File: src/rtl/assert_macros.svh
// Assertion macros used by the RTL of the bit field decoder.
// No dependencies; each macro expects signals named clk and rst in scope.
`ifndef ASSERT_MACROS_SVH
`define ASSERT_MACROS_SVH

// Checks an expression at every rising clock edge outside reset.
`define BFD_ASSERT(name, cond, msg) \
  name: assert property (@(posedge clk) disable iff (rst) (cond)) else $error(msg);

// Checks that a trigger implies a consequence at the same edge.
`define BFD_ASSERT_IMPL(name, trig, cons, msg) \
  name: assert property (@(posedge clk) disable iff (rst) (trig) |-> (cons)) else $error(msg);

// Checks that a trigger implies a consequence at the next edge.
`define BFD_ASSERT_NEXT(name, trig, cons, msg) \
  name: assert property (@(posedge clk) disable iff (rst) (trig) |=> (cons)) else $error(msg);

`endif

File: src/rtl/bfd_pkg.sv
// Package of the bit field decoder: mode and register codes, character constants
// and the character mapping used by the decoder. No dependencies.
`timescale 1ns / 1ps

package bfd_pkg;

  // Decode modes.
  localparam logic [2:0] MODE_UNSIGNED = 3'd0;
  localparam logic [2:0] MODE_SIGNED   = 3'd1;
  localparam logic [2:0] MODE_SIX      = 3'd2;
  localparam logic [2:0] MODE_HEX      = 3'd3;
  localparam logic [2:0] MODE_OCT      = 3'd4;

  // Register indexes on the configuration port.
  localparam logic [1:0] REG_FIRST_BIT = 2'd0;
  localparam logic [1:0] REG_LAST_BIT  = 2'd1;
  localparam logic [1:0] REG_MODE      = 2'd2;

  localparam int APB_ADDR_W = 4;
  localparam int BIT_NUM_W  = 8;

  // Status codes.
  localparam logic [1:0] ST_OK    = 2'd0;
  localparam logic [1:0] ST_RANGE = 2'd1;
  localparam logic [1:0] ST_WIDTH = 2'd2;

  // Character constants.
  localparam logic [7:0] CH_ZERO  = 8'h30;
  localparam logic [7:0] CH_A     = 8'h41;
  localparam logic [7:0] CH_SPACE = 8'h20;
  localparam logic [7:0] CH_QUERY = 8'h3F;

  // Field value width and packed output word width.
  localparam int VALUE_W = 33;
  localparam int OUT_W   = 48;

  // Maps one completed bit group to its character.
  function automatic logic [7:0] text_char(input logic [2:0] mode, input logic [5:0] code);
    logic [7:0] ch;
    ch = 8'd0;
    case (mode)
      MODE_SIX: begin
        if (code inside {[6'd1:6'd26]}) begin
          ch = CH_A + {2'b00, code} - 8'd1;
        end else if (code inside {[6'd48:6'd57]}) begin
          ch = CH_ZERO + {2'b00, code} - 8'd48;
        end else begin
          ch = CH_SPACE;
        end
      end
      MODE_HEX: begin
        if (code[3:0] < 4'd10) begin
          ch = CH_ZERO + {4'b0000, code[3:0]};
        end else begin
          ch = CH_A + {4'b0000, code[3:0]} - 8'd10;
        end
      end
      MODE_OCT: ch = CH_ZERO + {5'b00000, code[2:0]};
      default:  ch = 8'd0;
    endcase
    return ch;
  endfunction

endpackage

File: src/rtl/bit_field_decoder.sv
// Top level of the bit field decoder: stream ports, configuration registers,
// sequencer and output register. Depends on bfd_pkg, bfd_byte_store and
// assert_macros.svh.
`timescale 1ns / 1ps
`include "assert_macros.svh"

// Usage:
// Bytes of one item arrive on the s_axis channel, first byte first, with
// s_axis_tlast on the final byte. One byte is taken per cycle while loading.
// The final byte starts decoding and s_axis_tready stays low until the last
// result of the item has been handed to the output register.
// Decoding passes a check state, then walks the field one bit per cycle through
// the shared bit extraction unit (fields of at most 128 bits), holding while a
// result is ready but the output register is still full. An error answer gives
// one result, or three in a text mode, each once the output register is free.
// Results leave on m_axis as requests; m_axis_tlast marks the last one of an
// item. A stalled receiver holds the result in the output register and the
// sequencer waits on the next result. The registers first_bit, last_bit and
// decode_mode sit at byte addresses 0, 4 and 8 of the APB port; the user sees
// they are written only while the block is idle; the block does not enforce it.
// Reset (rst, synchronous) empties the byte count, drops any result in flight
// and restores the register defaults; no byte is taken while it is high.
module bit_field_decoder #(
  parameter int MAX_BYTES = 16
) (
  input  logic                            clk,
  input  logic                            rst,
  // APB configuration port
  input  logic                            psel,
  input  logic                            penable,
  input  logic                            pwrite,
  input  logic [bfd_pkg::APB_ADDR_W-1:0]  paddr,
  input  logic [31:0]                     pwdata,
  output logic [31:0]                     prdata,
  output logic                            pready,
  // Input stream
  input  logic                            s_axis_tvalid,
  output logic                            s_axis_tready,
  input  logic [7:0]                      s_axis_tdata,   // [7:0] data_byte
  input  logic                            s_axis_tlast,   // final_byte
  // Output stream
  output logic                            m_axis_tvalid,
  input  logic                            m_axis_tready,
  output logic [bfd_pkg::OUT_W-1:0]       m_axis_tdata,   // [32:0] field_value,
                                                          // [40:33] char_code,
                                                          // [42:41] status,
                                                          // [47:43] zero
  output logic                            m_axis_tlast    // end_of_run
);
  import bfd_pkg::*;

  localparam int CNT_W = $clog2(MAX_BYTES + 1);
  localparam int IDX_W = (MAX_BYTES > 1) ? $clog2(MAX_BYTES) : 1;

  typedef enum logic [3:0] {
    S_LOAD  = 4'b0001,
    S_CHECK = 4'b0010,
    S_WALK  = 4'b0100,
    S_ERR   = 4'b1000
  } state_t;

  state_t state;

  // Configuration registers
  logic [7:0] first_bit;
  logic [7:0] last_bit;
  logic [2:0] decode_mode;

  // Item state
  logic [CNT_W-1:0] byte_count;
  logic             overflow_seen;

  // Walk state
  logic [7:0]         pos;
  logic [7:0]         remaining;
  logic [2:0]         grp_len;
  logic [2:0]         grp_cnt;
  logic [VALUE_W-1:0] acc;
  logic [5:0]         code;
  logic               first;
  logic               is_text;
  logic [1:0]         err_status;
  logic [1:0]         err_left;

  // Output register
  logic [VALUE_W-1:0] out_value;
  logic [7:0]         out_char;
  logic [1:0]         out_status;

  logic cfg_wr;
  logic in_accept;
  logic out_free;
  logic store_wr;
  logic bit_val;

  // Check cycle signals
  logic [7:0]  lo_b;
  logic [7:0]  hi_b;
  logic [8:0]  nb9;
  logic [17:0] prod;
  logic [5:0]  q6;
  logic [6:0]  q3;
  logic        text_mode;
  logic        unknown_mode;
  logic        range_err;
  logic        width_err;
  logic [2:0]  grp_sel;

  // Walk cycle signals
  logic [VALUE_W-1:0] acc_base;
  logic [VALUE_W-1:0] acc_new;
  logic [5:0]         code_new;
  logic               walk_last;
  logic               walk_emit;
  logic               walk_adv;

  // Result request toward the output register
  logic               push;
  logic [VALUE_W-1:0] push_value;
  logic [7:0]         push_char;
  logic [1:0]         push_status;
  logic               push_last;

  assign pready        = 1'b1;
  assign cfg_wr        = psel & penable & pwrite & pready;
  assign s_axis_tready = (state == S_LOAD) & ~rst;
  assign in_accept     = s_axis_tvalid & s_axis_tready;
  assign out_free      = ~m_axis_tvalid | m_axis_tready;
  assign store_wr      = in_accept & (byte_count < CNT_W'(MAX_BYTES));
  assign m_axis_tdata  = {5'b00000, out_status, out_char, out_value};

  // Configuration writes
  always_ff @(posedge clk) begin
    if (rst) begin
      first_bit   <= 8'd1;
      last_bit    <= 8'd8;
      decode_mode <= MODE_UNSIGNED;
    end else if (cfg_wr) begin
      case (paddr[3:2])
        REG_FIRST_BIT: first_bit   <= pwdata[7:0];
        REG_LAST_BIT:  last_bit    <= pwdata[7:0];
        REG_MODE:      decode_mode <= pwdata[2:0];
        default:       ;
      endcase
    end
  end

  // Configuration reads
  always_comb begin
    case (paddr[3:2])
      REG_FIRST_BIT: prdata = {24'd0, first_bit};
      REG_LAST_BIT:  prdata = {24'd0, last_bit};
      REG_MODE:      prdata = {29'd0, decode_mode};
      default:       prdata = 32'd0;
    endcase
  end

  // Shared bit extraction unit over the stored bytes.
  bfd_byte_store #(
    .MAX_BYTES (MAX_BYTES),
    .CNT_W     (CNT_W),
    .IDX_W     (IDX_W)
  ) u_store (
    .clk     (clk),
    .wr_en   (store_wr),
    .wr_idx  (byte_count[IDX_W-1:0]),
    .wr_data (s_axis_tdata),
    .bit_num (pos),
    .count   (byte_count),
    .bit_out (bit_val)
  );

  // Range and width checks for the current item.
  always_comb begin
    if (first_bit > last_bit) begin
      lo_b = last_bit;
      hi_b = first_bit;
    end else begin
      lo_b = first_bit;
      hi_b = last_bit;
    end
    nb9          = {1'b0, hi_b} - {1'b0, lo_b} + 9'd1;
    // Reciprocal of 6 in 12 fractional bits, exact for widths below 256.
    prod         = 18'(nb9[7:0]) * 18'd683;
    q6           = prod[17:12];
    q3           = prod[17:11];
    text_mode    = (decode_mode == MODE_SIX) || (decode_mode == MODE_HEX) ||
                   (decode_mode == MODE_OCT);
    unknown_mode = (decode_mode > MODE_OCT);
    range_err    = overflow_seen || (lo_b == 8'd0) ||
                   ({1'b0, hi_b} > 9'({byte_count, 3'b000}));
    case (decode_mode)
      MODE_SIX: begin
        grp_sel   = 3'd6;
        width_err = (9'({q6, 2'b00}) + 9'({q6, 1'b0})) != nb9;
      end
      MODE_HEX: begin
        grp_sel   = 3'd4;
        width_err = nb9[1:0] != 2'b00;
      end
      MODE_OCT: begin
        grp_sel   = 3'd3;
        width_err = (9'({q3, 1'b0}) + 9'(q3)) != nb9;
      end
      default: begin
        grp_sel   = 3'd1;
        width_err = nb9 > 9'd32;
      end
    endcase
  end

  // Walk step: shift in one bit, emit a result on a finished group or field.
  always_comb begin
    acc_base  = (first && (decode_mode == MODE_SIGNED)) ? {VALUE_W{bit_val}} : acc;
    acc_new   = {acc_base[VALUE_W-2:0], bit_val};
    code_new  = {code[4:0], bit_val};
    walk_last = (remaining == 8'd1);
    walk_emit = is_text ? (grp_cnt == 3'd1) : walk_last;
    walk_adv  = ~walk_emit | out_free;
  end

  // Result request selection
  always_comb begin
    push        = 1'b0;
    push_value  = '0;
    push_char   = 8'd0;
    push_status = ST_OK;
    push_last   = 1'b0;
    case (state)
      S_WALK: begin
        push      = walk_emit & out_free;
        push_last = walk_last;
        if (is_text) begin
          push_char = text_char(decode_mode, code_new);
        end else begin
          push_value = acc_new;
        end
      end
      S_ERR: begin
        push        = out_free;
        push_char   = is_text ? CH_QUERY : 8'd0;
        push_status = err_status;
        push_last   = (err_left == 2'd1);
      end
      default: ;
    endcase
  end

  // Sequencer
  always_ff @(posedge clk) begin
    if (rst) begin
      state         <= S_LOAD;
      byte_count    <= '0;
      overflow_seen <= 1'b0;
      err_left      <= 2'd0;
    end else begin
      case (state)
        S_LOAD: begin
          if (in_accept) begin
            if (store_wr) begin
              byte_count <= byte_count + CNT_W'(1);
            end else begin
              overflow_seen <= 1'b1;
            end
            if (s_axis_tlast) begin
              state <= S_CHECK;
            end
          end
        end
        S_CHECK: begin
          is_text   <= text_mode;
          pos       <= hi_b;
          remaining <= nb9[7:0];
          grp_len   <= grp_sel;
          grp_cnt   <= grp_sel;
          acc       <= '0;
          code      <= 6'd0;
          first     <= 1'b1;
          if (unknown_mode) begin
            err_status <= ST_WIDTH;
            err_left   <= 2'd1;
            state      <= S_ERR;
          end else if (range_err || width_err) begin
            err_status <= range_err ? ST_RANGE : ST_WIDTH;
            err_left   <= text_mode ? 2'd3 : 2'd1;
            state      <= S_ERR;
          end else begin
            state <= S_WALK;
          end
        end
        S_WALK: begin
          if (walk_adv) begin
            pos       <= pos - 8'd1;
            remaining <= remaining - 8'd1;
            first     <= 1'b0;
            acc       <= acc_new;
            code      <= walk_emit ? 6'd0 : code_new;
            grp_cnt   <= (grp_cnt == 3'd1) ? grp_len : grp_cnt - 3'd1;
            if (walk_last) begin
              byte_count    <= '0;
              overflow_seen <= 1'b0;
              state         <= S_LOAD;
            end
          end
        end
        S_ERR: begin
          if (out_free) begin
            err_left <= err_left - 2'd1;
            if (err_left == 2'd1) begin
              byte_count    <= '0;
              overflow_seen <= 1'b0;
              state         <= S_LOAD;
            end
          end
        end
        default: state <= S_LOAD;
      endcase
    end
  end

  // Output register: valid with reset, payload without.
  always_ff @(posedge clk) begin
    if (rst) begin
      m_axis_tvalid <= 1'b0;
    end else if (push) begin
      m_axis_tvalid <= 1'b1;
    end else if (m_axis_tready) begin
      m_axis_tvalid <= 1'b0;
    end
  end

  always_ff @(posedge clk) begin
    if (push) begin
      out_value    <= push_value;
      out_char     <= push_char;
      out_status   <= push_status;
      m_axis_tlast <= push_last;
    end
  end

  // Assertions
  `BFD_ASSERT(a_count_bound, byte_count <= CNT_W'(MAX_BYTES), "byte count past store depth")
  `BFD_ASSERT_IMPL(a_overflow_full, overflow_seen, byte_count == CNT_W'(MAX_BYTES), "overflow with room left")
  `BFD_ASSERT_IMPL(a_walk_bits, state == S_WALK, (remaining != 8'd0) && (pos != 8'd0), "walk past the field")
  `BFD_ASSERT_NEXT(a_push_valid, push, m_axis_tvalid, "pushed result not presented")

endmodule

File: src/rtl/bfd_byte_store.sv
// Byte store of the bit field decoder: holds the bytes of one item and returns
// one addressed bit per cycle. Depends on bfd_pkg.
`timescale 1ns / 1ps

module bfd_byte_store #(
  parameter int MAX_BYTES = 16,
  parameter int CNT_W     = $clog2(MAX_BYTES + 1),
  parameter int IDX_W     = (MAX_BYTES > 1) ? $clog2(MAX_BYTES) : 1
) (
  input  logic                              clk,
  input  logic                              wr_en,
  input  logic [IDX_W-1:0]                  wr_idx,
  input  logic [7:0]                        wr_data,
  input  logic [bfd_pkg::BIT_NUM_W-1:0]     bit_num,
  input  logic [CNT_W-1:0]                  count,
  output logic                              bit_out
);
  import bfd_pkg::*;

  logic [7:0]           mem [MAX_BYTES];
  logic [BIT_NUM_W-1:0] off;
  logic [BIT_NUM_W-1:0] idx_full;
  logic [IDX_W-1:0]     rd_idx;

  // Write the incoming byte; the store has no reset.
  always_ff @(posedge clk) begin
    if (wr_en) begin
      mem[wr_idx] <= wr_data;
    end
  end

  // Bit 1 is the LSB of the last stored byte, so count back from the end.
  always_comb begin
    off      = bit_num - 8'd1;
    idx_full = BIT_NUM_W'(count) - 8'd1 - {3'b000, off[7:3]};
    rd_idx   = idx_full[IDX_W-1:0];
    bit_out  = mem[rd_idx][off[2:0]];
  end

endmodule

File: config.mk
export PLATFORM = sky130hd
export DESIGN_NAME = bit_field_decoder
export DESIGN_NICKNAME = d
export VERILOG_FILES = /design/src/rtl/bfd_pkg.sv /design/src/rtl/bit_field_decoder.sv /design/src/rtl/bfd_byte_store.sv
export VERILOG_INCLUDE_DIRS = /design/src /design/src/rtl
export SDC_FILE = /design/constraint.sdc
export NUM_CORES = 1
export LEC_CHECK = 0
export BUFFER_PORTS_ARGS = -buffer_cell sky130_fd_sc_hd__buf_4
export CAP_MARGIN = 10
export CORE_ASPECT_RATIO = 1.4
export CORE_MARGIN = 4
export CORE_UTILIZATION = 57
export DETAILED_ROUTE_END_ITERATION = 8
export HOLD_SLACK_MARGIN = 0.08
export PLACE_DENSITY = 0.78
export REMOVE_ABC_BUFFERS = 1
export SYNTH_ARGS = -nofsm -noshare
export SYNTH_HDL_FRONTEND = slang
export SYNTH_HIERARCHICAL = 1
export SYNTH_SLANG_ARGS = --single-unit
File: constraint.sdc
create_clock -name clk -period 10.3 [get_ports clk]
set_input_delay 2.06 -clock clk [delete_from_list [all_inputs] [get_ports clk]]
set_output_delay 2.06 -clock clk [all_outputs]
set_load 0.02 [all_outputs]
---- Word level (Yosys, flattened, before mapping) ----
Memories as Yosys holds them, arrays and structs flattened.
Cells that the tools add are included.
Widths: inputs -> output; s select.
operators by class
  multipliers ............................. 1
  add/sub/neg operators ................... 19
  mux-type cells .......................... 66
  bitwise gates (word level) .............. 12
  reductions and logical operators ........ 27
  $lt $le $gt $ge ......................... 11
  eq/ne operators ......................... 24
operator list
  kind                   number
  $mux 32                2
  $mux 8                 8
  $pmux 32 s2            1
  $pmux 8 s2             3
  $pmux 8 s3             2
  $mux 5                 8
  $mux 4                 8
  $sub 8x1->8 const B    3
  $add 8x7->9            2
  $mul 8x10->18 const B  1
  $ne 9x9->1             2
  $gt 8x8->1             2
  $ne 2x2->1 const B     8
  $pmux 4 s4             1
  $pmux 5 s3             1
  $reduce_and 7->1       2
  $mux 1                 13
  $mux 2                 6
  $pmux 5 s2             1
  $reduce_bool 2->1      5
  $add 9x1->9 const B    1
  $gt 9x6->1 const B     1
  $pmux 3 s3             1
  $reduce_and 3->1       3
  other kinds (50)       75
word-level totals
  bits in registers ....................... 139
  output and inout bits ................... 84
  memories ................................ 1
  RAM bits ................................ 128
memory list
  name         words  width  rd ports  clocked after memory_dff  write ports  line                  text
  u_store.mem  16     8      1         0                         1            bfd_byte_store.sv:20  logic [7:0] mem [MAX_BYTES];

---- Logic depth before layout (Yosys ltp) ----
  depth in word-level cells ............... 12
  gate-level depth with buffers ........... 43

---- Cells and area by module ----
The synthesis kept the hierarchy.
modules (own cells, without submodules)
  module             area an instance (µm²)  cells each  instances  seq. area each (µm²)
  bit_field_decoder  9265.1                  951         1          3823.7
  bfd_byte_store     5325.1                  285         1          3843.7

---- Least setup slack after synthesis ----
No wires, ideal clock.
  path kind ............................... flip-flop to flip-flop
  start ................................... register first_bit[0]
  end ..................................... register err_left[1]
  path buffers ............................ 2
  cell stages (with the launch flop) ...... 42
  period minus slack after synthesis ...... 9120 ps
  setup slack ............................. 1180 ps
  required time ........................... 10177 ps
  data arrival time ....................... 8996 ps
  cells stage by stage .................... dfxtp_1 inv_1 ha_1 nand4_1 nor2_1 a211oi_1 or2_1 clkbuf_1 clkbuf_1 nand2_1 o22ai_1 ha_1 fa_1 a21o_1 a21oi_1 o311ai_1 ha_1 inv_1 (+6 left out) o21ai_0 a21oi_1 nor2b_1 nor2_1 nor2b_1 o21a_1 o21a_1 nor2_1 xnor2_1 ha_1 xnor3_1 xnor2_1 nand4_1 nor3_1 nand4_1 a221oi_2 a2bb2oi_2 mux2_1
on the way
  longest elaborated chain between the ends .. 11
RTL lines
  what                                   line                                                text
  start: declaration                     bit_field_decoder.sv:65                             logic [7:0] first_bit;
  start signal: assignment               bit_field_decoder.sv:140                            REG_FIRST_BIT: first_bit <= pwdata[7:0];
  $gt 8x8->1                             bit_field_decoder.sv:175                            if (first_bit > last_bit) begin
  $mux 8                                 bit_field_decoder.sv:175
  $sub 8x8->9                            bit_field_decoder.sv:182                            nb9 = {1'b0, hi_b} - {1'b0, lo_b} + 9'd1;
  $add 9x1->9                            bit_field_decoder.sv:182
  $mul 8x10->18                          bit_field_decoder.sv:184                            prod = 18'(nb9[7:0]) * 18'd683;
  $add 8x7->9, on equally long branches  bit_field_decoder.sv:203, bit_field_decoder.sv:195
  $ne 9x9->1, on equally long branches   bit_field_decoder.sv:203, bit_field_decoder.sv:195
  $pmux 1 s3                             bit_field_decoder.sv:192                            case (decode_mode)
  $logic_or 1x1->1 *                     bit_field_decoder.sv:283                            end else if (range_err || width_err) begin
  $ne 3x3->1 (no source line) *          --
  $reduce_and 3->1 (no source line) *    --
  end signal: assignment                 bit_field_decoder.sv:285                            err_left <= text_mode ? 2'd3 : 2'd1;
  end signal: assignment                 bit_field_decoder.sv:308                            err_left <= err_left - 2'd1;
  end: declaration                       bit_field_decoder.sv:83                             logic [1:0] err_left;
Mark *: on every way between the ends. The rest lies on a longest branch, timed or not.
A chain may end at the register's enable or synchronous reset.

---- Worst setup path after layout ----
  start ................................... register last_bit[5]
  end ..................................... register err_left[1]
on the way
  longest elaborated chain between the ends .. 11
RTL lines
  what                                   line                                                text
  start: declaration                     bit_field_decoder.sv:66                             logic [7:0] last_bit;
  start signal: assignment               bit_field_decoder.sv:141                            REG_LAST_BIT: last_bit <= pwdata[7:0];
  $gt 8x8->1                             bit_field_decoder.sv:175
  $mux 8                                 bit_field_decoder.sv:175
  $sub 8x8->9                            bit_field_decoder.sv:182
  $add 9x1->9                            bit_field_decoder.sv:182
  $mul 8x10->18                          bit_field_decoder.sv:184
  $add 8x7->9, on equally long branches  bit_field_decoder.sv:203, bit_field_decoder.sv:195
  $ne 9x9->1, on equally long branches   bit_field_decoder.sv:203, bit_field_decoder.sv:195
  $pmux 1 s3                             bit_field_decoder.sv:192
  $logic_or 1x1->1 *                     bit_field_decoder.sv:283
  $ne 3x3->1 (no source line) *          --
  $reduce_and 3->1 (no source line) *    --
Marks and branches as above.

==> run metrics <==
status=finished, final reports clean; type of the worst min-delay path=flop to flop; DR vias/cell=5.92; highest attainable clock frequency=104 MHz; critical-path maximum fanout=17; cell repeated most along the worst path=sky130_fd_sc_hd__ha_1; commonest cells after routing, fill and taps aside=233 x sky130_fd_sc_hd__edfxtp_1, 99 x sky130_fd_sc_hd__buf_4, 94 x sky130_fd_sc_hd__nor2_1; final number of max-transition violations=0; clock tree root buffer cell=sky130_fd_sc_hd__clkbuf_16; post-synthesis instance area=0.0145 mm²; Die Footprint=0.0282 mm²; fillers=1893; slack of the critical path=675 ps; Worst Skew=17.9 ps; Std-Cell Core Area=0.0249 mm²; capturing element type of the critical path=flop; number of clock buffers inserted by TritonCTS=25; die outline width=143 µm; share of final-layout standard cells stronger than drive strength 1=14.2%; post-detailed-route wirelength per cell=18.6 µm; antenna-violating nets left=0; number of primary I/O pins=136; Worst-Margin Slew=1160 ps; reg2reg path depth=40; number of standard cells after synthesis=1231; critical-path cell with the highest stage delay=sky130_fd_sc_hd__fa_1; clock transition at the registers of the reported paths=70 ps; drt first-iter violations=671; CTS tree=built; mean post-synth cell area=11.8 µm²; combined flip-flop and latch cell area=0.00764 mm²; aggregate routed wire length=30500 µm; die height=197 µm; hold path start=err_left[0]; worst slack after detailed placement=484 ps; number of maximum-capacitance constraint violations=0; Slew HR=22.1%; maximum single-stage delay on the critical path=530 ps; Worst Setup SP=last_bit[5]; NumNets Final=1459; number of sinks handled by clock tree synthesis=265; Cells on Worst Hold Path=2; worst hold path endpoint=err_left[0]; all-layer global routing usage=21.8%; buffers added on ports=78; shortest clock period the worst path allows after layout=9620 ps; clock latency at the later pin of the worst-skew pair=520 ps; CP Data Required Time=10700 ps; maximum clock insertion buffer count=3; data arrival at the endpoint of the critical path=10020 ps; Final Hold Fails=0; startpoint of the worst register-to-register path=last_bit[5]; hold buffer count at CTS=0; share of the clock period used by the worst path=93.4%; Worst Path Class, Setup=flop to flop; number of iterations in the first detailed-routing pass=5; residual DRC count=0; warnings from Yosys=6; setup TNS after final layout=0 ps; multi-input gate area in the final layout=0.00630 mm²; initial antenna violation count=0; most frequent standard cell in the layout excluding fill and tap cells=sky130_fd_sc_hd__edfxtp_1; H-tree level count=1; post-DP HPWL=21200 µm; Initial Utilization=58.3%; reg-to-reg setup timing slack=680 ps; RePlAce Congestion=0.874; capturing point of the worst reg2reg path=err_left[1]; aggregate global routing overflow=0; number of placement rows=68; number of vias after detailed routing=9685; P per Cell Area=187 mW/mm²; Peak VDD IR=304 µV; # diodes=0; first-pass GRT wire length=49700 µm; kind of start point of the critical path=flop; static leakage=6.19 nW; via count of the first global-routing pass=9802; final number of setup-violating endpoints=0; pin count of the biggest net entering global routing=64; Area growth syn-to-layout=11.5%
[where the power goes]
group	leakage (nW)	switching (mW)	internal [mW]	total, mW
sequential	2.37	0.00761	1.17	1.18
clock	0.399	0.390	0.548	0.938
combinational	3.42	0.502	0.409	0.911
[stage by stage]
stage | hold WS [ps] | utilization, % | area, µm² | std cells | total power [mW]
after floorplan | 438 | - | 14200 | 1175 | 1.93
after global placement | 452 | 61.5 | 15300 | 1589 | 2.09
after detailed placement | 468 | 61.5 | 15300 | 1589 | 2.11
after CTS | 478 | 64.9 | 16200 | 1635 | 3.04
after global routing | 494 | 65.0 | 16200 | 1636 | 3.22
final | 480 | 65.0 | 16200 | 1636 | 3.03
[metal layers]
metal  up-vias  track usage, %  part of all wire (%)
met5         -               0                     0
li1       4621               -                     -
met3        56            2.52                   4.9
met1      4737            26.2                    38
met4         0            5.25                   2.0
met2       271            41.3                    55
[critical path, delay by kind of cell (launching register included)]
| kind | cells | cell delay (ps) |
|---|---|---|
| AOI/OAI and AO/OA | 11 | 2150 |
| xor gates and xnor gates | 4 | 920 |
| adders and majority gates | 9 | 3420 |
| buffers and inverters | 4 | 430 |
| DFF | 1 | 430 |
| muxes | 1 | 330 |
| and+or+nand+nor | 11 | 1830 |
[registers in the layout, indices dropped and copies added (netlist names), 2 cells and up]
name	flops
grp_cnt	3
out_char	7
acc	32
state	4
pos	7
remaining	8
out_value	33
grp_len	3
out_status	2
byte_count	5
err_left	2
first_bit	8
code	5
decode_mode	3
last_bit	8
err_status	2
u_store/mem	128
[what timing repair did]
item,CTS,global route
buffers inserted,0,0
resized for setup,0,6
setup endpoints to repair,0,6
[worst max path at each step]
stage / endpoint / slack (ps) / depth (start not counted)
2_1_floorplan: err_left[1] / 1410 / 39
3_3_place_gp: err_left[1] / 570 / 39
3_5_place_dp: err_left[1] / 480 / 39
4_1_cts: err_left[1] / 410 / 38
5_1_grt: err_left[1] / -100 / 40
6_report: err_left[1] / 680 / 40
[final cells by class]
class / instances / area share (%)
Clock inverter: 18 / 1.24
Tap cell: 315 / 2.43
Sequential cell: 265 / 47.1
Inverter: 74 / 1.71
Timing Repair Buffer: 100 / 4.71
Clock buffer: 28 / 3.93
Multi-Input combinational cell: 836 / 38.9
Power figures use the tool's default switching activity.
